===== config.mk =====
export PLATFORM = sky130hd
export DESIGN_NAME = mlos_queue
export DESIGN_NICKNAME = d
export VERILOG_FILES = /design/src/rtl/mlos_pkg.sv /design/src/rtl/mlos_queue.sv
export SDC_FILE = /design/constraint.sdc
export NUM_CORES = 1
export LEC_CHECK = 0
export BUFFER_PORTS_ARGS = -buffer_cell sky130_fd_sc_hd__buf_4
export CORE_ASPECT_RATIO = 0.75
export CORE_MARGIN = 1
export CORE_UTILIZATION = 59
export CTS_BUF_LIST = sky130_fd_sc_hd__clkbuf_4 sky130_fd_sc_hd__clkbuf_8
export DETAILED_ROUTE_END_ITERATION = 6
export PLACE_DENSITY = 0.86
export SKIP_LAST_GASP = 1
export SYNTH_ARGS = -nofsm -noshare
export SYNTH_HDL_FRONTEND = slang
export SYNTH_SLANG_ARGS = --single-unit

===== constraint.sdc =====
create_clock -name clk -period 2.81 [get_ports clk]
set_input_delay 0.562 -clock clk [delete_from_list [all_inputs] [get_ports clk]]
set_output_delay 0.562 -clock clk [all_outputs]
set_load 0.02 [all_outputs]

===== src/rtl/mlos_pkg.sv =====
// Package for the Markov log-odds site scorer: field widths, operation codes
// and the item and queue-entry types. Depends on nothing.
package mlos_pkg;

    localparam int MODEL_W     = 5;   // table set field
    localparam int ENTRY_POS_W = 7;   // position field of a table write
    localparam int BASE_W      = 2;   // one nucleotide, A=0 C=1 G=2 T=3
    localparam int VALUE_W     = 16;  // Q7.8 table entry as it arrives
    localparam int SCORE_W     = 32;  // sums and score, signed Q.8
    localparam int POS_W       = 8;   // window position index, holds up to 256 positions
    localparam int QUEUE_DEPTH = 4;   // entries between front and back

    localparam logic ACT_WRITE = 1'b0;
    localparam logic ACT_SCORE = 1'b1;

    typedef logic [1:0] op_kind_t;
    localparam op_kind_t OP_WRITE = 2'd0;  // store one table entry
    localparam op_kind_t OP_FIRST = 2'd1;  // first base of a window
    localparam op_kind_t OP_NEXT  = 2'd2;  // later base inside the window
    localparam op_kind_t OP_OVER  = 2'd3;  // base past the end of the table

    typedef struct packed {
        logic                      action;
        logic [MODEL_W-1:0]        model;
        logic [ENTRY_POS_W-1:0]    entry_position;
        logic [BASE_W-1:0]         entry_current_base;
        logic [BASE_W-1:0]         entry_previous_base;
        logic                      entry_negative;
        logic signed [VALUE_W-1:0] entry_value;
        logic [BASE_W-1:0]         base;
        logic                      last_base;
    } mlos_cmd_t;

    typedef struct packed {
        logic signed [SCORE_W-1:0] score;
        logic [MODEL_W-1:0]        model_used;
        logic                      window_too_long;
    } mlos_result_t;

    // One classified item on its way from front to back.
    typedef struct packed {
        op_kind_t                  kind;
        logic                      neg;        // negative table, writes only
        logic [MODEL_W-1:0]        model;
        logic [POS_W-1:0]          position;
        logic [BASE_W-1:0]         cur;
        logic [BASE_W-1:0]         prev;
        logic signed [VALUE_W-1:0] value;
        logic                      zero_read;  // table set out of range: entries read as zero
        logic                      last;
        logic                      over;       // window has run past its end so far
    } mlos_op_t;

endpackage


===== src/rtl/mlos_queue.sv =====
// Short FIFO of classified items between the front and the back.
// Depends on mlos_pkg.
module mlos_queue (
    input  logic               clk,
    input  logic               rst_n,
    input  logic               push,
    input  mlos_pkg::mlos_op_t push_op,
    output logic               full,
    input  logic               pop,
    output logic               valid,
    output mlos_pkg::mlos_op_t head
);
    import mlos_pkg::*;

    localparam int PTR_W = $clog2(QUEUE_DEPTH);
    localparam int CNT_W = $clog2(QUEUE_DEPTH + 1);

    mlos_op_t         entry_reg [QUEUE_DEPTH];
    logic [PTR_W-1:0] wr_ptr_reg;
    logic [PTR_W-1:0] rd_ptr_reg;
    logic [CNT_W-1:0] count_reg;
    logic [CNT_W-1:0] count_next;

    assign full  = (count_reg == CNT_W'(QUEUE_DEPTH));
    assign valid = (count_reg != '0);
    assign head  = entry_reg[rd_ptr_reg];

    always_comb
    begin
        count_next = count_reg;
        if (push && !pop)
        begin
            count_next = count_reg + CNT_W'(1);
        end
        else if (pop && !push)
        begin
            count_next = count_reg - CNT_W'(1);
        end
    end

    always_ff @(posedge clk)
    begin
        if (push)
        begin
            entry_reg[wr_ptr_reg] <= push_op;
        end
    end

    always_ff @(posedge clk or negedge rst_n)
    begin
        if (!rst_n)
        begin
            wr_ptr_reg <= '0;
            rd_ptr_reg <= '0;
            count_reg  <= '0;
        end
        else
        begin
            if (push)
            begin
                wr_ptr_reg <= wr_ptr_reg + PTR_W'(1);
            end
            if (pop)
            begin
                rd_ptr_reg <= rd_ptr_reg + PTR_W'(1);
            end
            count_reg <= count_next;
        end
    end

endmodule


==> flow_summary.html <==
<table>
<tr><th>Metric</th><th>Value</th></tr>
<tr><th colspan="2">Run status</th></tr>
<tr><td>Outcome</td><td>complete, no violations</td></tr>
<tr><th colspan="2">Setup path</th></tr>
<tr><td>Maximum fanout encountered on the critical timing path</td><td>16</td></tr>
<tr><td>Number of buffers and inverters on the critical path</td><td>2</td></tr>
<tr><td>Delay of the slowest critical-path stage</td><td>0.57 ns</td></tr>
<tr><td>Category of the most critical setup path</td><td>flip-flop to primary output</td></tr>
<tr><td>Crit path top cell by count</td><td>sky130_fd_sc_hd__buf_4</td></tr>
<tr><td>Type of origin of the critical path</td><td>flip-flop</td></tr>
<tr><td>Master of the slowest instance on the critical path</td><td>sky130_fd_sc_hd__mux4_2</td></tr>
<tr><td>Cell-by-cell trace of the critical path</td><td>buf_4, mux4_2, buf_4</td></tr>
<tr><td>Req. time, crit path</td><td>2.25 ns</td></tr>
<tr><td>Kind of cell with the highest combined delay on the critical path</td><td>multiplexers</td></tr>
<tr><td>Critical path capture point type</td><td>primary output</td></tr>
<tr><td>Signal arrival time at the worst endpoint</td><td>1.88 ns</td></tr>
<tr><th colspan="2">Placement</th></tr>
<tr><td>RD Place Congestion</td><td>0.643</td></tr>
<tr><td>Pre-CTS setup slack</td><td>0.815 ns</td></tr>
<tr><td>Half-perimeter wire length after detailed placement</td><td>6470 um</td></tr>
<tr><td>Placement Cell Area</td><td>0.00687 mm2</td></tr>
<tr><td># port buffers</td><td>83</td></tr>
<tr><th colspan="2">Timing</th></tr>
<tr><td>Max Freq</td><td>0.410 GHz</td></tr>
<tr><td>Setup TNS</td><td>0 ns</td></tr>
<tr><td>Unrepaired setup endpoints after global routing</td><td>false</td></tr>
<tr><td>Worst-case clock skew</td><td>0.00896 ns</td></tr>
<tr><td>Final min period</td><td>2.44 ns</td></tr>
<tr><td>Final count of negative-setup-slack endpoints</td><td>0</td></tr>
<tr><td>Slew at the pin closest to its max-slew limit</td><td>0.586 ns</td></tr>
<tr><td>Tightest slew margin relative to the limit</td><td>60.9%</td></tr>
<tr><td>Max Transition Viols Final</td><td>0</td></tr>
<tr><td>Tcrit/Tclk final</td><td>86.9%</td></tr>
<tr><td>Hold Vio Cnt, Final</td><td>0</td></tr>
<tr><td>Setup slack of the critical path after layout</td><td>0.369 ns</td></tr>
<tr><th colspan="2">Global routing</th></tr>
<tr><td>Grt met1 use</td><td>25.5%</td></tr>
<tr><td>Initial antenna violation count</td><td>0</td></tr>
<tr><td>Most Used Layer, Global Route</td><td>met2</td></tr>
<tr><td>Overall track demand over capacity in global routing</td><td>20.7%</td></tr>
<tr><td>Via count of the first global-routing pass</td><td>2977</td></tr>
<tr><td>Met2 global-route usage</td><td>34.3%</td></tr>
<tr><td>Met3 global-route usage</td><td>7.30%</td></tr>
<tr><td>First-pass GRT wire length</td><td>15700 um</td></tr>
<tr><td>Maximum number of pins on one net before global-route repair</td><td>28</td></tr>
<tr><td>Overall overflow remaining after global route</td><td>0</td></tr>
<tr><th colspan="2">Floorplan</th></tr>
<tr><td>Area of the die</td><td>0.0107 mm2</td></tr>
<tr><td>IO Pins</td><td>84</td></tr>
<tr><td>Core area</td><td>0.00981 mm2</td></tr>
<tr><td>Y dimension of the die</td><td>89.8 um</td></tr>
<tr><td>FP Rows</td><td>31</td></tr>
<tr><td>Chip Width</td><td>119 um</td></tr>
<tr><td>Initial core utilization</td><td>61.9%</td></tr>
<tr><th colspan="2">Cells and area</th></tr>
<tr><td>Most common cell after layout, fill and taps aside</td><td>sky130_fd_sc_hd__edfxtp_1</td></tr>
<tr><td>N_diodes</td><td>0</td></tr>
<tr><td>Util after Layout</td><td>73.7%</td></tr>
<tr><td>Net count, final</td><td>390</td></tr>
<tr><td>Final non-filler cell area</td><td>0.00724 mm2</td></tr>
<tr><td>Max reg flops</td><td>156</td></tr>
<tr><td>Fraction of layout instances using a drive strength above 1</td><td>47.7%</td></tr>
<tr><td>Relative area change from synthesis to final layout</td><td>19.2%</td></tr>
<tr><td>Commonest cells after routing, fill and taps aside</td><td>sky130_fd_sc_hd__edfxtp_1, sky130_fd_sc_hd__buf_4, sky130_fd_sc_hd__mux4_2</td></tr>
<tr><td>Filler instances</td><td>560</td></tr>
<tr><th colspan="2">Min path</th></tr>
<tr><td>Path class of the lowest-slack min-delay path</td><td>primary input to flip-flop</td></tr>
<tr><th colspan="2">Routing</th></tr>
<tr><td>Number of nets still failing antenna checks after routing</td><td>0</td></tr>
<tr><td>Post-Route WL</td><td>10000 um</td></tr>
<tr><td>Detailed-route via count</td><td>2681</td></tr>
<tr><td>DRC violations left</td><td>0</td></tr>
<tr><td>Final routed wire length divided by cell count</td><td>20.6 um</td></tr>
<tr><td>1st-iter DRT viols</td><td>103</td></tr>
<tr><td>First-pass detailed-route iteration total</td><td>4</td></tr>
<tr><td>Via density per instance</td><td>5.52</td></tr>
<tr><th colspan="2">Clock network</th></tr>
<tr><td>Root cell of the clock tree</td><td>sky130_fd_sc_hd__clkbuf_8</td></tr>
<tr><td>Clock buffer count from CTS</td><td>17</td></tr>
<tr><td>CTS tree</td><td>done</td></tr>
<tr><td>Cts repair resizes</td><td>0</td></tr>
<tr><td>Max clock buf depth</td><td>2</td></tr>
<tr><td>Clock-pin slew on the worst setup and hold paths</td><td>0.09 ns</td></tr>
<tr><td>Worst-Skew Late Latency</td><td>0.43 ns</td></tr>
<tr><td>Number of sinks on the clock net</td><td>163</td></tr>
<tr><td>Number of levels in the clock H-tree</td><td>4</td></tr>
<tr><th colspan="2">Power and ir drop</th></tr>
<tr><td>Net switching power figure</td><td>2.37 mW</td></tr>
<tr><td>Maximum vdd drop</td><td>0.660 mV</td></tr>
<tr><td>Comb power frac</td><td>35.3%</td></tr>
<tr><td>Internal power of the cells</td><td>5.11 mW</td></tr>
<tr><td>Power density relative to cell area</td><td>1030 mW/mm2</td></tr>
<tr><td>Leakage</td><td>2.52 nW</td></tr>
<tr><td>Proportion of power drawn by the clock network</td><td>19.6%</td></tr>
<tr><td>Switching portion of total power</td><td>31.7%</td></tr>
<tr><td>Share of power burned in registers</td><td>45.1%</td></tr>
<tr><th colspan="2">Logic synthesis</th></tr>
<tr><td>Summed instance area of the synthesized netlist</td><td>0.00607 mm2</td></tr>
<tr><td>Distinct cell type count of the synthesized netlist</td><td>19</td></tr>
<tr><td>Warnings, synthesis</td><td>0</td></tr>
<tr><td>Post-Synthesis Net Count</td><td>287</td></tr>
<tr><td>Sequential share of the synthesized area</td><td>80.1%</td></tr>
<tr><td>Post-synthesis register bit count</td><td>163</td></tr>
<tr><td>Cell types occupying the most area after synthesis</td><td>sky130_fd_sc_hd__edfxtp_1, sky130_fd_sc_hd__mux4_2, sky130_fd_sc_hd__dfrtp_1</td></tr>
<tr><td>Primary flip-flop cell chosen by synthesis mapping</td><td>sky130_fd_sc_hd__edfxtp_1</td></tr>
<tr><td>Per-instance average area after synthesis</td><td>25.5 um2</td></tr>
<tr><td>Post-synth EDFFs</td><td>156</td></tr>
<tr><td>Post-synth ARST share</td><td>4.29%</td></tr>
<tr><td>Post-synthesis cell count</td><td>238</td></tr>
<tr><td>Top cell type by total area after synthesis</td><td>sky130_fd_sc_hd__edfxtp_1</td></tr>
<tr><td>Top cell type's share of synthesized area</td><td>77.2%</td></tr>
<tr><th colspan="2">Run</th></tr>
<tr><td>Max-cap viol count</td><td>0</td></tr>
</table>
per-stage QoR:
step	hold WS, ns	power [mW]	cells
after floorplan	0.266	5.16	238
after global placement	0.384	6.03	453
after detailed placement	0.387	6.11	453
after CTS	0.293	7.58	486
after global routing	0.294	7.82	486
final	0.326	7.48	486
worst register-to-register path, stage by stage, from the launching register on:
cell	delay (ns)
sky130_fd_sc_hd__dfrtp_1	0.43
sky130_fd_sc_hd__inv_1	0.10
sky130_fd_sc_hd__ha_1	0.13
sky130_fd_sc_hd__and2_2	0.49
sky130_fd_sc_hd__buf_4	0.34
metal layers:
layer / wire length [um] / up-vias
met1: 4220 / 1387
met2: 5110 / 79
li1: - / 1207
met4: 83 / 0
met3: 627 / 8
met5: 0 / -
path summary, 6_finish.rpt:
path,startpoint,to,slack (ns),cells past startpoint
hold / removal,push_op[12],entry_reg[3][12],0.33,1
min in group asynchronous,rst_n,wr_ptr_reg[1],0.49,2
hold reg to reg,wr_ptr_reg[0],wr_ptr_reg[0],0.54,1
setup reg to reg,wr_ptr_reg[0],entry_reg[0][17],1.00,4
max in group asynchronous,rst_n,rd_ptr_reg[0],2.18,2
setup / recovery,rd_ptr_reg[0],head[15],0.37,3
power by group through the flow:
stage / logic [mW] / clock network (mW) / registers (mW)
floorplan: 1.83 / 0 / 3.33
global placement: 2.64 / 0 / 3.39
detailed placement: 2.68 / 0 / 3.43
CTS: 2.69 / 1.51 / 3.38
global route: 2.81 / 1.59 / 3.41
finish: 2.64 / 1.47 / 3.37
cells in the mapped netlist, drive strengths merged (2+ instances only):
master and number:
nand2 2, ha 5, inv 4, and2 4
edfxtp 156, xor2 4, buf 9, xnor2 2
dfrtp 7, mux4 39
area by class of cell:
cell class | count | area [um2] | area share, %
Clock buffer | 20 | 269 | 3.72
Clock inverter | 12 | 85.1 | 1.18
Inverter | 4 | 15.0 | 0.208
Multi-Input combinational cell | 62 | 1090 | 15.0
Sequential cell | 163 | 4860 | 67.2
Tap cell | 132 | 165 | 2.28
Timing Repair Buffer | 93 | 751 | 10.4
logic make-up after synthesis:
logic type	after synthesis	share of synthesized area [%]
flip-flops	163	80.1
AND/OR/NAND/NOR	9	0.825
adder cells (fa/ha/maj)	6	1.36
XOR/XNOR	6	0.866
AO/OA/AOI/OAI	1	0.0824
multiplexers	40	14.7
buffers and inverters	13	2.08
repair_timing:
| action | in CTS | in global routing |
|---|---|---|
| buffers inserted | 0 | 0 |
| hold endpoints to repair | 7 | 0 |
| hold buffers | 1 | 0 |
Power figures use the tool's default switching activity.
