### src/rtl/mlos_pkg.sv
// Package for the Markov log-odds site scorer: field widths, operation codes
// and the item and queue-entry types. Depends on nothing.
package mlos_pkg;

    localparam int MODEL_W     = 5;   // table set field
    localparam int ENTRY_POS_W = 7;   // position field of a table write
    localparam int BASE_W      = 2;   // one nucleotide, A=0 C=1 G=2 T=3
    localparam int VALUE_W     = 16;  // Q7.8 table entry as it arrives
    localparam int SCORE_W     = 32;  // sums and score, signed Q.8
    localparam int POS_W       = 8;   // window position index, holds up to 256 positions
    localparam int QUEUE_DEPTH = 4;   // entries between front and back

    localparam logic ACT_WRITE = 1'b0;
    localparam logic ACT_SCORE = 1'b1;

    typedef logic [1:0] op_kind_t;
    localparam op_kind_t OP_WRITE = 2'd0;  // store one table entry
    localparam op_kind_t OP_FIRST = 2'd1;  // first base of a window
    localparam op_kind_t OP_NEXT  = 2'd2;  // later base inside the window
    localparam op_kind_t OP_OVER  = 2'd3;  // base past the end of the table

    typedef struct packed {
        logic                      action;
        logic [MODEL_W-1:0]        model;
        logic [ENTRY_POS_W-1:0]    entry_position;
        logic [BASE_W-1:0]         entry_current_base;
        logic [BASE_W-1:0]         entry_previous_base;
        logic                      entry_negative;
        logic signed [VALUE_W-1:0] entry_value;
        logic [BASE_W-1:0]         base;
        logic                      last_base;
    } mlos_cmd_t;

    typedef struct packed {
        logic signed [SCORE_W-1:0] score;
        logic [MODEL_W-1:0]        model_used;
        logic                      window_too_long;
    } mlos_result_t;

    // One classified item on its way from front to back.
    typedef struct packed {
        op_kind_t                  kind;
        logic                      neg;        // negative table, writes only
        logic [MODEL_W-1:0]        model;
        logic [POS_W-1:0]          position;
        logic [BASE_W-1:0]         cur;
        logic [BASE_W-1:0]         prev;
        logic signed [VALUE_W-1:0] value;
        logic                      zero_read;  // table set out of range: entries read as zero
        logic                      last;
        logic                      over;       // window has run past its end so far
    } mlos_op_t;

endpackage

### src/rtl/mlos_if.sv
// Handshake channels of the site scorer: command items in, score items out.
// Depends on mlos_pkg.
interface mlos_cmd_if;
    import mlos_pkg::*;
    logic      valid;
    logic      ready;
    mlos_cmd_t data;
    modport source (output valid, output data, input ready);
    modport sink   (input valid, input data, output ready);
endinterface


### src/rtl/mlos_front.sv
// Front of the site scorer: takes command items, keeps the window position,
// previous base and table set, and hands classified items to the queue.
// Depends on mlos_pkg and mlos_if.
module mlos_front #(
    parameter int MODELS    = 32,
    parameter int POSITIONS = 128
) (
    input  logic               clk,
    input  logic               rst_n,
    mlos_cmd_if.sink           cmd,
    input  logic               q_full,
    output logic               q_push,
    output mlos_pkg::mlos_op_t q_op
);
    import mlos_pkg::*;

    localparam int CW = $clog2(POSITIONS + 1);

    logic [CW-1:0]      count_reg;
    logic [CW-1:0]      count_next;
    logic [BASE_W-1:0]  prev_reg;
    logic [BASE_W-1:0]  prev_next;
    logic [MODEL_W-1:0] model_reg;
    logic [MODEL_W-1:0] model_next;
    logic               over_reg;
    logic               over_next;
    logic               accept;
    logic               keep;
    logic               write_ok;

    assign cmd.ready = !q_full;
    assign accept    = cmd.valid && cmd.ready;
    assign write_ok  = (int'(cmd.data.model) < MODELS)
                    && (int'(cmd.data.entry_position) < POSITIONS);
    assign q_push    = accept && keep;

    always_comb
    begin
        q_op.kind      = OP_WRITE;
        q_op.neg       = cmd.data.entry_negative;
        q_op.model     = cmd.data.model;
        q_op.position  = POS_W'(cmd.data.entry_position);
        q_op.cur       = cmd.data.entry_current_base;
        q_op.prev      = cmd.data.entry_previous_base;
        q_op.value     = cmd.data.entry_value;
        q_op.zero_read = 1'b0;
        q_op.last      = 1'b0;
        q_op.over      = over_reg;
        keep           = 1'b0;
        count_next     = count_reg;
        prev_next      = prev_reg;
        model_next     = model_reg;
        over_next      = over_reg;

        if (cmd.data.action == ACT_WRITE)
        begin
            // drop writes outside the table
            keep = write_ok;
        end
        else
        begin
            keep      = 1'b1;
            q_op.last = cmd.data.last_base;
            if (count_reg == '0)
            begin
                q_op.kind     = OP_FIRST;
                q_op.model    = cmd.data.model;
                q_op.position = '0;
                q_op.cur      = '0;
                q_op.prev     = cmd.data.base;
                model_next    = cmd.data.model;
                prev_next     = cmd.data.base;
                count_next    = CW'(1);
            end
            else if (count_reg < CW'(POSITIONS))
            begin
                q_op.kind     = OP_NEXT;
                q_op.model    = model_reg;
                q_op.position = POS_W'(count_reg);
                q_op.cur      = cmd.data.base;
                q_op.prev     = prev_reg;
                prev_next     = cmd.data.base;
                count_next    = count_reg + CW'(1);
            end
            else
            begin
                q_op.kind  = OP_OVER;
                q_op.model = model_reg;
                q_op.over  = 1'b1;
                over_next  = 1'b1;
            end
            q_op.zero_read = !(int'(q_op.model) < MODELS);
            if (cmd.data.last_base)
            begin
                count_next = '0;
                prev_next  = '0;
                model_next = '0;
                over_next  = 1'b0;
            end
        end
    end

    always_ff @(posedge clk or negedge rst_n)
    begin
        if (!rst_n)
        begin
            count_reg <= '0;
            prev_reg  <= '0;
            model_reg <= '0;
            over_reg  <= 1'b0;
        end
        else if (accept)
        begin
            count_reg <= count_next;
            prev_reg  <= prev_next;
            model_reg <= model_next;
            over_reg  <= over_next;
        end
    end

endmodule

### src/flat_wrapper.sv
// flat-port wrapper written by rule: the top's interface ports become plain ports
module mlos_front_flat import mlos_pkg::*;
#(
    parameter int MODELS    = 32,
    parameter int POSITIONS = 128
)
  (clk, rst_n, q_full, q_push, q_op, cmd_valid, cmd_data, cmd_ready);
  mlos_cmd_if cmd_i ();
  input  logic clk;
  input  logic rst_n;
  input  logic q_full;
  output logic q_push;
  output mlos_pkg::mlos_op_t q_op;
  input wire logic [$bits(cmd_i.valid)-1:0] cmd_valid;
  input wire logic [$bits(cmd_i.data)-1:0] cmd_data;
  output wire logic [$bits(cmd_i.ready)-1:0] cmd_ready;
  assign cmd_i.valid = cmd_valid;
  assign cmd_i.data = cmd_data;
  assign cmd_ready = cmd_i.ready;
  mlos_front #(.MODELS(MODELS), .POSITIONS(POSITIONS)) u_core (.clk(clk), .rst_n(rst_n), .cmd(cmd_i), .q_full(q_full), .q_push(q_push), .q_op(q_op));
endmodule
### config.mk
export PLATFORM = sky130hd
export DESIGN_NAME = mlos_front_flat
export DESIGN_NICKNAME = d
export VERILOG_FILES = /design/src/rtl/mlos_pkg.sv /design/src/rtl/mlos_if.sv /design/src/rtl/mlos_front.sv /design/src/flat_wrapper.sv
export SDC_FILE = /design/constraint.sdc
export NUM_CORES = 1
export LEC_CHECK = 0
export ABC_AREA = 1
export BUFFER_PORTS_ARGS = -buffer_cell sky130_fd_sc_hd__buf_2
export CORE_ASPECT_RATIO = 1.1
export CORE_MARGIN = 4
export CORE_UTILIZATION = 30
export DETAILED_ROUTE_END_ITERATION = 12
export RECOVER_POWER = 100
export SLEW_MARGIN = 20
export SYNTH_ARGS = -nofsm -noshare
export SYNTH_HDL_FRONTEND = slang
export SYNTH_SLANG_ARGS = --single-unit
### constraint.sdc
create_clock -name clk -period 3.3 [get_ports clk]
set_input_delay 0.495 -clock clk [delete_from_list [all_inputs] [get_ports clk]]
set_output_delay 0.495 -clock clk [all_outputs]
set_load 0.02 [all_outputs]
==> impl_metrics.yaml, run 1 <==
clocking:
  cts_tree: "done"
  clock-root-buffer: "clkbuf_8"
  numCtsBuffers: 3
  hold_buffers: 0
  ctsResizeCount: 0
  cts_setup_buffers: 0
  cts.sinks: 16
  clockBufferDepth: 2
  clk_pin_slew_worst_paths_ps: 70
  clk_latency_ps: 250
  htreeDepth: 1
worst_setup_path:
  startpoint_type: "flop"
  worstPathArrival_ps: 2090
  end_kind: "output port"
  path_max_fanout: 7
  required_ps: 2800
  r2r_slack_ps: 1100
  critPathKind: "reg -> out"
  worstReg2RegStart: "u_core.count_reg[7]$_DFFE_PN0P_"
  crit_start: "u_core.count_reg[0]$_DFFE_PN0P_"
flow_run:
  max_cap_violations: 0
grt:
  grt_use_met2_pct: 21.5
  grt-ovfl-total: 0
  grt_use_met3_pct: 3.69
  grt_use_met1_pct: 15.7
  grt_max_degree: 20
  grt_util_all_layers_pct: 12.5
  grt_pass1_wl_um: 5710
  grt_pass1_vias: 1250
  antenna_found_initial: 0
  grt_most_used_layer: "met2"
finish:
  area_growth_pct: 10.9
  final_common_cell: "nand2_1"
  largest_reg_flops: 8
  antennaDiodeCount: 0
  fin_nets: 270
  drive_gt1_share_pct: 14.6
  layout_common_cells: "nand2_1 (77), buf_2 (25), inv_1 (20), clkbuf_1 (20), o21ai_0 (17)"
drt:
  avgRoutedWirePerCell_um: 11.8
  drc: 0
  first_pass_iters: 4
  via_per_inst: 4.56
  postRouteAntennaNets: 0
  wirelength_um: 3280
  vias: 1268
  initialDrtViolationCount: 70
timing:
  rsz0062_at_grt: "false"
  hold_violations: 0
  relSlewSlack_pct: 22.0
  clock_skew_ps: 5.59
  worst_pin_slew_ps: 1170
  timing.final.crit_period_ps: 2590
  setup_viol: 0
  whs_ps: 347
  fin_crit_sh_pct: 78.4
  maxSlewViolCount: 0
  fmax_ghz: 0.387
  tns_ps: 0
power_and_ir_drop:
  p_leak_nw: 0.790
  ir_worst_vdd_mv: 0.252
  power_density_mw_per_mm2: 468
die:
  num_rows: 24
  core_area_mm2: 0.00405
  top_level_ports: 82
  die_h_um: 76.5
  die_w_um: 70.3
  die-area_mm2: 0.00538
  initial_core_util_pct: 31.6
min_path:
  hp-class: "in -> async"
synth:
  synth_area_per_cell_um2: 6.40
  yosys_warnings: 0
  synth-seq-area-share_pct: 31.3
  synth_area_mm2: 0.00128
  synth_cell_types: 20
  synth_cells: 200
  synth-seq-cells: 16
place:
  routabilityCongestion: 0.837
  io_buffers: 45
  dp_hpwl_um: 2520
status:
  status: "finished clean"
layer usage:
metal | wire [µm] | up-vias
met5 | 0 | -
met4 | 11 | 0
met3 | 234 | 2
met2 | 1570 | 35
met1 | 1470 | 564
li1 | - | 667
metrics by stage:
step	std cells	total power, mW	worst slack [ps]	cell area (µm²)	utilization, %
floorplan	201	0.452	1280	1280	-
global placement	274	0.506	1200	1400	34.6
detailed placement	274	0.507	1190	1400	34.6
CTS	278	0.690	890	1460	36.0
global route	278	0.723	456	1420	35.0
finish	278	0.665	713	1420	35.0
cell usage after synthesis:
library cell | instances | area share (%)
a21oi_1 | 2 | 0.78
buf_2 | 2 | 0.78
buf_4 | 19 | 11
buf_6 | 1 | 0.88
clkbuf_1 | 2 | 0.59
conb_1 | 1 | 0.29
dfrtp_1 | 16 | 31
ha_1 | 2 | 2.0
inv_1 | 19 | 5.6
inv_2 | 4 | 1.2
nand2_1 | 75 | 22
nand2_2 | 2 | 0.98
nand3_1 | 10 | 3.9
nand3_2 | 1 | 0.78
nand4_1 | 12 | 5.9
nor2_1 | 12 | 3.5
nor2_4 | 1 | 0.88
o21ai_0 | 16 | 6.3
o21ai_1 | 1 | 0.39
o22ai_1 | 2 | 0.98
cell families after synthesis:
logic type | synth area share (%)
buf+inv | 20.1
simple gates | 37.9
compound gates | 8.41
flops | 31.3
fa+ha+maj | 1.95
other cells | 0.293
power breakdown:
group | internal, mW | switching [mW]
Clock | 0.106 | 0.0724
Sequential | 0.222 | 0.0208
Combinational | 0.0723 | 0.172
layout make-up:
class / count / area (µm²)
Sequential cell: 16 / 400
Timing Repair Buffer: 45 / 200
Clock buffer: 4 / 55.1
Multi-Input combinational cell: 138 / 613
Inverter: 23 / 86.3
Fill cell: 469 / 2630
Tap cell: 52 / 65.1
path summary, 6_finish.rpt:
path	end	cells past startpoint
max	q_op[33]	10
min	u_core.count_reg[3]$_DFFE_PN0P_	1
max reg2reg	u_core.count_reg[0]$_DFFE_PN0P_	6
min reg2reg	u_core.model_reg[2]$_DFFE_PN0P_	2
max in group asynchronous	u_core.count_reg[2]$_DFFE_PN0P_	1
min in group clk	u_core.model_reg[2]$_DFFE_PN0P_	2
worst max-delay path, cell delays in order, from the launching register on:
cell,delay (ps)
dfrtp_1,450
inv_1,110
ha_1,220
nand2_1,60
nor2_1,60
nand2_1,180
nand2_1,200
inv_1,200
nand2_1,80
nand2_1,60
clkbuf_1,220
Power figures use the tool's default switching activity.
==> inputs of run 2 (changes only) <==
--- a/config.mk
+++ b/config.mk
@@ -5,7 +5,7 @@
 export SDC_FILE = /design/constraint.sdc
 export NUM_CORES = 1
 export LEC_CHECK = 0
-export ABC_AREA = 1
+export ABC_AREA = 0
 export BUFFER_PORTS_ARGS = -buffer_cell sky130_fd_sc_hd__buf_2
 export CORE_ASPECT_RATIO = 1.1
 export CORE_MARGIN = 4
==> constraint.sdc (replaced) <==
create_clock -name clk -period 2.6 [get_ports clk]
set_input_delay 0.39 -clock clk [delete_from_list [all_inputs] [get_ports clk]]
set_output_delay 0.39 -clock clk [all_outputs]
set_load 0.02 [all_outputs]
==> impl_metrics.yaml, run 2 <==
worst_setup_path:
  path_max_fanout: 8
  end_kind: "output port"
  startpoint_type: "flop"
  reg2reg_depth: 5
  critPathKind: "reg -> out"
  worstPathArrival_ps: 2020
  required_ps: 2210
drt:
  via_per_inst: 5.00
  wirelength_um: 2980
  initialDrtViolationCount: 53
  first_pass_iters: 4
  postRouteAntennaNets: 0
  avgRoutedWirePerCell_um: 13.9
  vias: 1069
  drc: 0
clocking:
  clock-root-buffer: "clkbuf_8"
  numCtsBuffers: 3
  htreeDepth: 1
  cts.sinks: 16
  hold_buffers: 0
  clk_pin_slew_worst_paths_ps: 60
  cts_setup_buffers: 0
  ctsResizeCount: 0
  clk_latency_ps: 250
  cts_tree: "done"
  clockBufferDepth: 2
synth:
  yosys_warnings: 0
  synth_cells: 136
  synth_flop_cell: "dfrtp_1"
  synth-seq-area-share_pct: 31.2
  yosysMostFrequentCell: "buf_4"
  synthTopCellsByArea: "dfrtp_1 (31%), buf_4 (12%), mux2_2 (8.8%)"
  synth_top_area_cell: "dfrtp_1"
  yosysTopAreaCellShare_pct: 31.2
  synth_area_mm2: 0.00128
  synth_area_per_cell_um2: 9.43
  synth-edff-count: 0
  synthTopCellsByCount: "buf_4 (20), dfrtp_1 (16), nand2_1 (14), mux2_2 (10)"
  synth_cell_types: 42
  async_flop_share_pct: 100
  synth-seq-cells: 16
timing:
  maxSlewViolCount: 0
  fmax_ghz: 0.415
  hold_violations: 0
  setup_viol: 0
  tns_ps: 0
  timing.final.crit_period_ps: 2410
  worst_pin_slew_ps: 884
  fin_crit_sh_pct: 92.8
  relSlewSlack_pct: 41.1
  rsz0062_at_grt: "false"
  clock_skew_ps: 2.37
finish:
  fin_nets: 206
  stdcell_count: 214
  largest_reg_flops: 8
  layout_common_cells: "buf_2 (23), clkbuf_1 (17), dfrtp_1 (16)"
  area_growth_pct: 10.2
  antennaDiodeCount: 0
  final_common_cell: "buf_2"
  drive_gt1_share_pct: 32.7
  fillers: 446
power_and_ir_drop:
  switchingPower_mw: 0.371
  p_clk_share_pct: 23.0
  ir_worst_vdd_mv: 0.283
  netSwitchingFraction_pct: 38.7
  internal_power_mw: 0.588
  p_leak_nw: 0.685
  power_frac_seq_pct: 34.6
  combPwrFrac_pct: 42.4
  power_density_mw_per_mm2: 678
place:
  io_buffers: 45
  place_inst: 210
  routabilityCongestion: 0.806
  dp_hpwl_um: 2300
status:
  status: "finished clean"
die:
  die_h_um: 76.6
  num_rows: 24
  die_w_um: 70.3
  core_area_mm2: 0.00405
  top_level_ports: 82
  die-area_mm2: 0.00539
  initial_core_util_pct: 31.6
grt:
  grt_util_all_layers_pct: 11.0
  grt_pass1_vias: 994
  grt_max_degree: 17
  grt-ovfl-total: 0
  grt_pass1_wl_um: 4860
  antenna_found_initial: 0
min_path:
  hp-class: "in -> async"
flow_run:
  max_cap_violations: 0
[run 2: per-layer routing]
metal,vias to the layer above,track usage (%),share of wire [%]
met5,-,0,0
met4,0,4.98,1.7
met3,8,3.43,9.9
met2,53,15.3,42
met1,489,15.5,47
li1,519,-,-
[run 2: worst max-delay path: stages (launching register included)]
cell and delay (ps):
dfrtp_1 490, nor4_4 400, nand3_4 150, nand2_1 220, mux2_2 360, clkbuf_2 150
[run 2: power groups by stage]
stage,combinational [mW],clock (mW),sequential [mW]
floorplan,0.356,0,0.321
global placement,0.423,0,0.335
detailed placement,0.424,0,0.333
CTS,0.423,0.227,0.331
global route,0.447,0.238,0.337
finish,0.407,0.221,0.331
[run 2: path summary, 6_finish.rpt]
check / slack, ps / endpoint / start
max in group asynchronous: 1820 / u_core.count_reg[0]$_DFFE_PN0P_ / rst_n
max: 190 / q_op[31] / u_core.count_reg[4]$_DFFE_PN0P_
min in group clk: 360 / u_core.model_reg[2]$_DFFE_PN0P_ / cmd_data[33]
min: 240 / u_core.prev_reg[0]$_DFFE_PN0P_ / rst_n
min reg2reg: 500 / u_core.prev_reg[0]$_DFFE_PN0P_ / u_core.prev_reg[0]$_DFFE_PN0P_
max reg2reg: 620 / u_core.model_reg[0]$_DFFE_PN0P_ / u_core.count_reg[4]$_DFFE_PN0P_
[run 2: layout make-up]
type	instances	area [µm²]	share of cell area (%)
sequential	16	400	28.3
clock buffer	4	55.1	3.89
inverter	7	26.3	1.86
timing repair buffer	46	211	15.0
multi-input combinational	89	656	46.4
tap	52	65.1	4.60
[run 2: cell families after synthesis]
kind of cell,after synthesis,share of synthesized area (%)
buffers and inverters,32,17.1
xor gates and xnor gates,1,0.683
and+or+nand+nor,43,22.2
DFF,16,31.2
other,1,0.292
muxes,11,9.56
AOI/OAI and AO/OA,30,17.0
adders and majority gates,2,1.95
[run 2: through the flow]
stage | setup WS [ps] | hold WS, ps | area, µm² | utilization [%] | total power, mW
floorplan | 473 | 94.4 | 1290 | - | 0.677
global placement | 489 | 329 | 1390 | 34.3 | 0.758
detailed placement | 463 | 338 | 1390 | 34.3 | 0.757
CTS | 181 | 62.2 | 1450 | 35.7 | 0.981
global route | 79.7 | 330 | 1410 | 34.9 | 1.02
finish | 188 | 236 | 1410 | 34.9 | 0.959
==> inputs of run 3 (changes only) <==
--- a/config.mk
+++ b/config.mk
@@ -5,10 +5,10 @@
 export SDC_FILE = /design/constraint.sdc
 export NUM_CORES = 1
 export LEC_CHECK = 0
-export ABC_AREA = 0
+export ABC_AREA = 1
 export BUFFER_PORTS_ARGS = -buffer_cell sky130_fd_sc_hd__buf_2
 export CORE_ASPECT_RATIO = 1.1
-export CORE_MARGIN = 4
+export CORE_MARGIN = 2
 export CORE_UTILIZATION = 30
 export DETAILED_ROUTE_END_ITERATION = 12
 export RECOVER_POWER = 100
==> impl_metrics.yaml, run 3 (synthesized netlist as in run 1, its figures left out) <==
status:
  status: "finished clean"
grt:
  grt_pass1_vias: 1153
  grt_util_all_layers_pct: 13.3
  antenna_found_initial: 0
  grt-ovfl-total: 0
  grt_max_degree: 20
  grt_pass1_wl_um: 5130
timing:
  timing.final.crit_period_ps: 2320
  fmax_ghz: 0.431
  rsz0062_at_grt: "false"
  tns_ps: 0
  clock_skew_ps: 2.31
  whs_ps: 228
  maxSlewViolCount: 0
  relSlewSlack_pct: 20.3
  setup_ws_ps: 279
  worst_pin_slew_ps: 1190
  fin_crit_sh_pct: 89.3
  hold_violations: 0
  setup_viol: 0
min_path:
  hp-class: "in -> async"
worst_setup_path:
  path_max_fanout: 7
  worstReg2RegStart: "u_core.count_reg[7]$_DFFE_PN0P_"
  slowest_delay_ps: 440
  r2r_slack_ps: 370
  worstPathCellList: "inv_1 -> ha_1 -> nand2_1 -> nor2_1 -> nand2_2 -> nand2_2 -> nand2_1 -> nand2_1 -> clkbuf_1"
  end_kind: "output port"
  startpoint_type: "flop"
  worst-path-buf-inv: 2
  crit_family: "simple AND/OR/NAND/NOR gates"
  reg2reg_to: "u_core.count_reg[0]$_DFFE_PN0P_"
  worstPathArrival_ps: 1930
  required_ps: 2210
  critPathKind: "reg -> out"
  crit_top_cell: "nand2_1"
  critPathSlowestCell: "dfrtp_1"
  reg2reg_depth: 6
finish:
  drive_gt1_share_pct: 16.4
  fin_nets: 270
  layout_common_cells: "nand2_1 (75), buf_2 (25), inv_1 (19), clkbuf_1 (19), o21ai_0 (17)"
  largest_reg_flops: 8
  utilization_pct: 35.4
  fillers: 492
  stdcell_count: 278
  stdcell_area_mm2: 0.00143
  area_growth_pct: 11.4
  final_common_cell: "nand2_1"
  antennaDiodeCount: 0
drt:
  avgRoutedWirePerCell_um: 11.4
  wl_met3_um: 209
  vias: 1299
  drc: 0
  wirelength_um: 3170
  initialDrtViolationCount: 41
  via_per_inst: 4.67
  met1Wirelength_um: 1440
  postRouteAntennaNets: 0
  highest_layer: "met4"
  first_pass_iters: 4
  wl_met2_um: 1500
power_and_ir_drop:
  power_mw: 0.853
  internal_power_mw: 0.510
  ir_worst_vdd_mv: 0.325
  p_leak_nw: 0.791
  combPwrFrac_pct: 37.5
  switchingPower_mw: 0.343
  power_frac_seq_pct: 36.1
  p_clk_share_pct: 26.5
  power_density_mw_per_mm2: 598
  netSwitchingFraction_pct: 40.2
die:
  die_w_um: 66.3
  top_level_ports: 82
  die-area_mm2: 0.00481
  initial_core_util_pct: 31.8
  num_rows: 24
  core_area_mm2: 0.00402
  die_h_um: 72.5
clocking:
  numCtsBuffers: 3
  clock-root-buffer: "clkbuf_8"
  htreeDepth: 1
  clk_latency_ps: 250
  ctsResizeCount: 0
  hold_buffers: 0
  cts.sinks: 16
  cts_tree: "done"
  cts_setup_buffers: 0
  clk_pin_slew_worst_paths_ps: 70
  clockBufferDepth: 2
place:
  dpl_cell_area_mm2: 0.00140
  post-place-ws_ps: 582
  io_buffers: 45
  routabilityCongestion: 0.792
  dp_hpwl_um: 2400
  place_inst: 274
flow_run:
  max_cap_violations: 0
run 3: worst reg2reg max path: stages (launching register included):
cell and delay (ps):
dfrtp_1 470, inv_1 150, nor2_1 50, nor2_1 900
inv_1 330, nand2_1 140, o21ai_0 80
run 3: worst max-delay path by stage:
stage / from / endpoint / slack, ps / cells past startpoint
global route: u_core.count_reg[0]$_DFFE_PN0P_ / q_op[35] / 80 / 10
floorplan: u_core.count_reg[0]$_DFFE_PN0P_ / q_op[21] / 680 / 7
CTS: u_core.count_reg[0]$_DFFE_PN0P_ / q_op[34] / 290 / 10
global placement: u_core.count_reg[0]$_DFFE_PN0P_ / q_op[34] / 610 / 10
detailed placement: u_core.count_reg[0]$_DFFE_PN0P_ / q_op[34] / 580 / 10
finish: u_core.count_reg[0]$_DFFE_PN0P_ / q_op[33] / 280 / 9
run 3: power by group through the flow:
stage / combinational, mW / sequential, mW / clock [mW]
global placement: 0.331 / 0.311 / 0
global route: 0.359 / 0.313 / 0.241
detailed placement: 0.330 / 0.311 / 0
finish: 0.319 / 0.308 / 0.226
CTS: 0.333 / 0.307 / 0.229
floorplan: 0.269 / 0.304 / 0
run 3: per-layer routing:
metal  vias up  track usage, %
met5         -               0
met4         0            2.95
met3         4            4.19
met2        36            21.0
met1       595            17.9
li1        664               -
run 3: final cells by class:
class	count	area [µm²]	share of cell area, %
clock buffer	4	55.1	3.86
inverter	23	86.3	6.05
multi-input combinational	138	618	43.3
sequential	16	400	28.1
tap	52	65.1	4.56
timing repair buffer	45	201	14.1
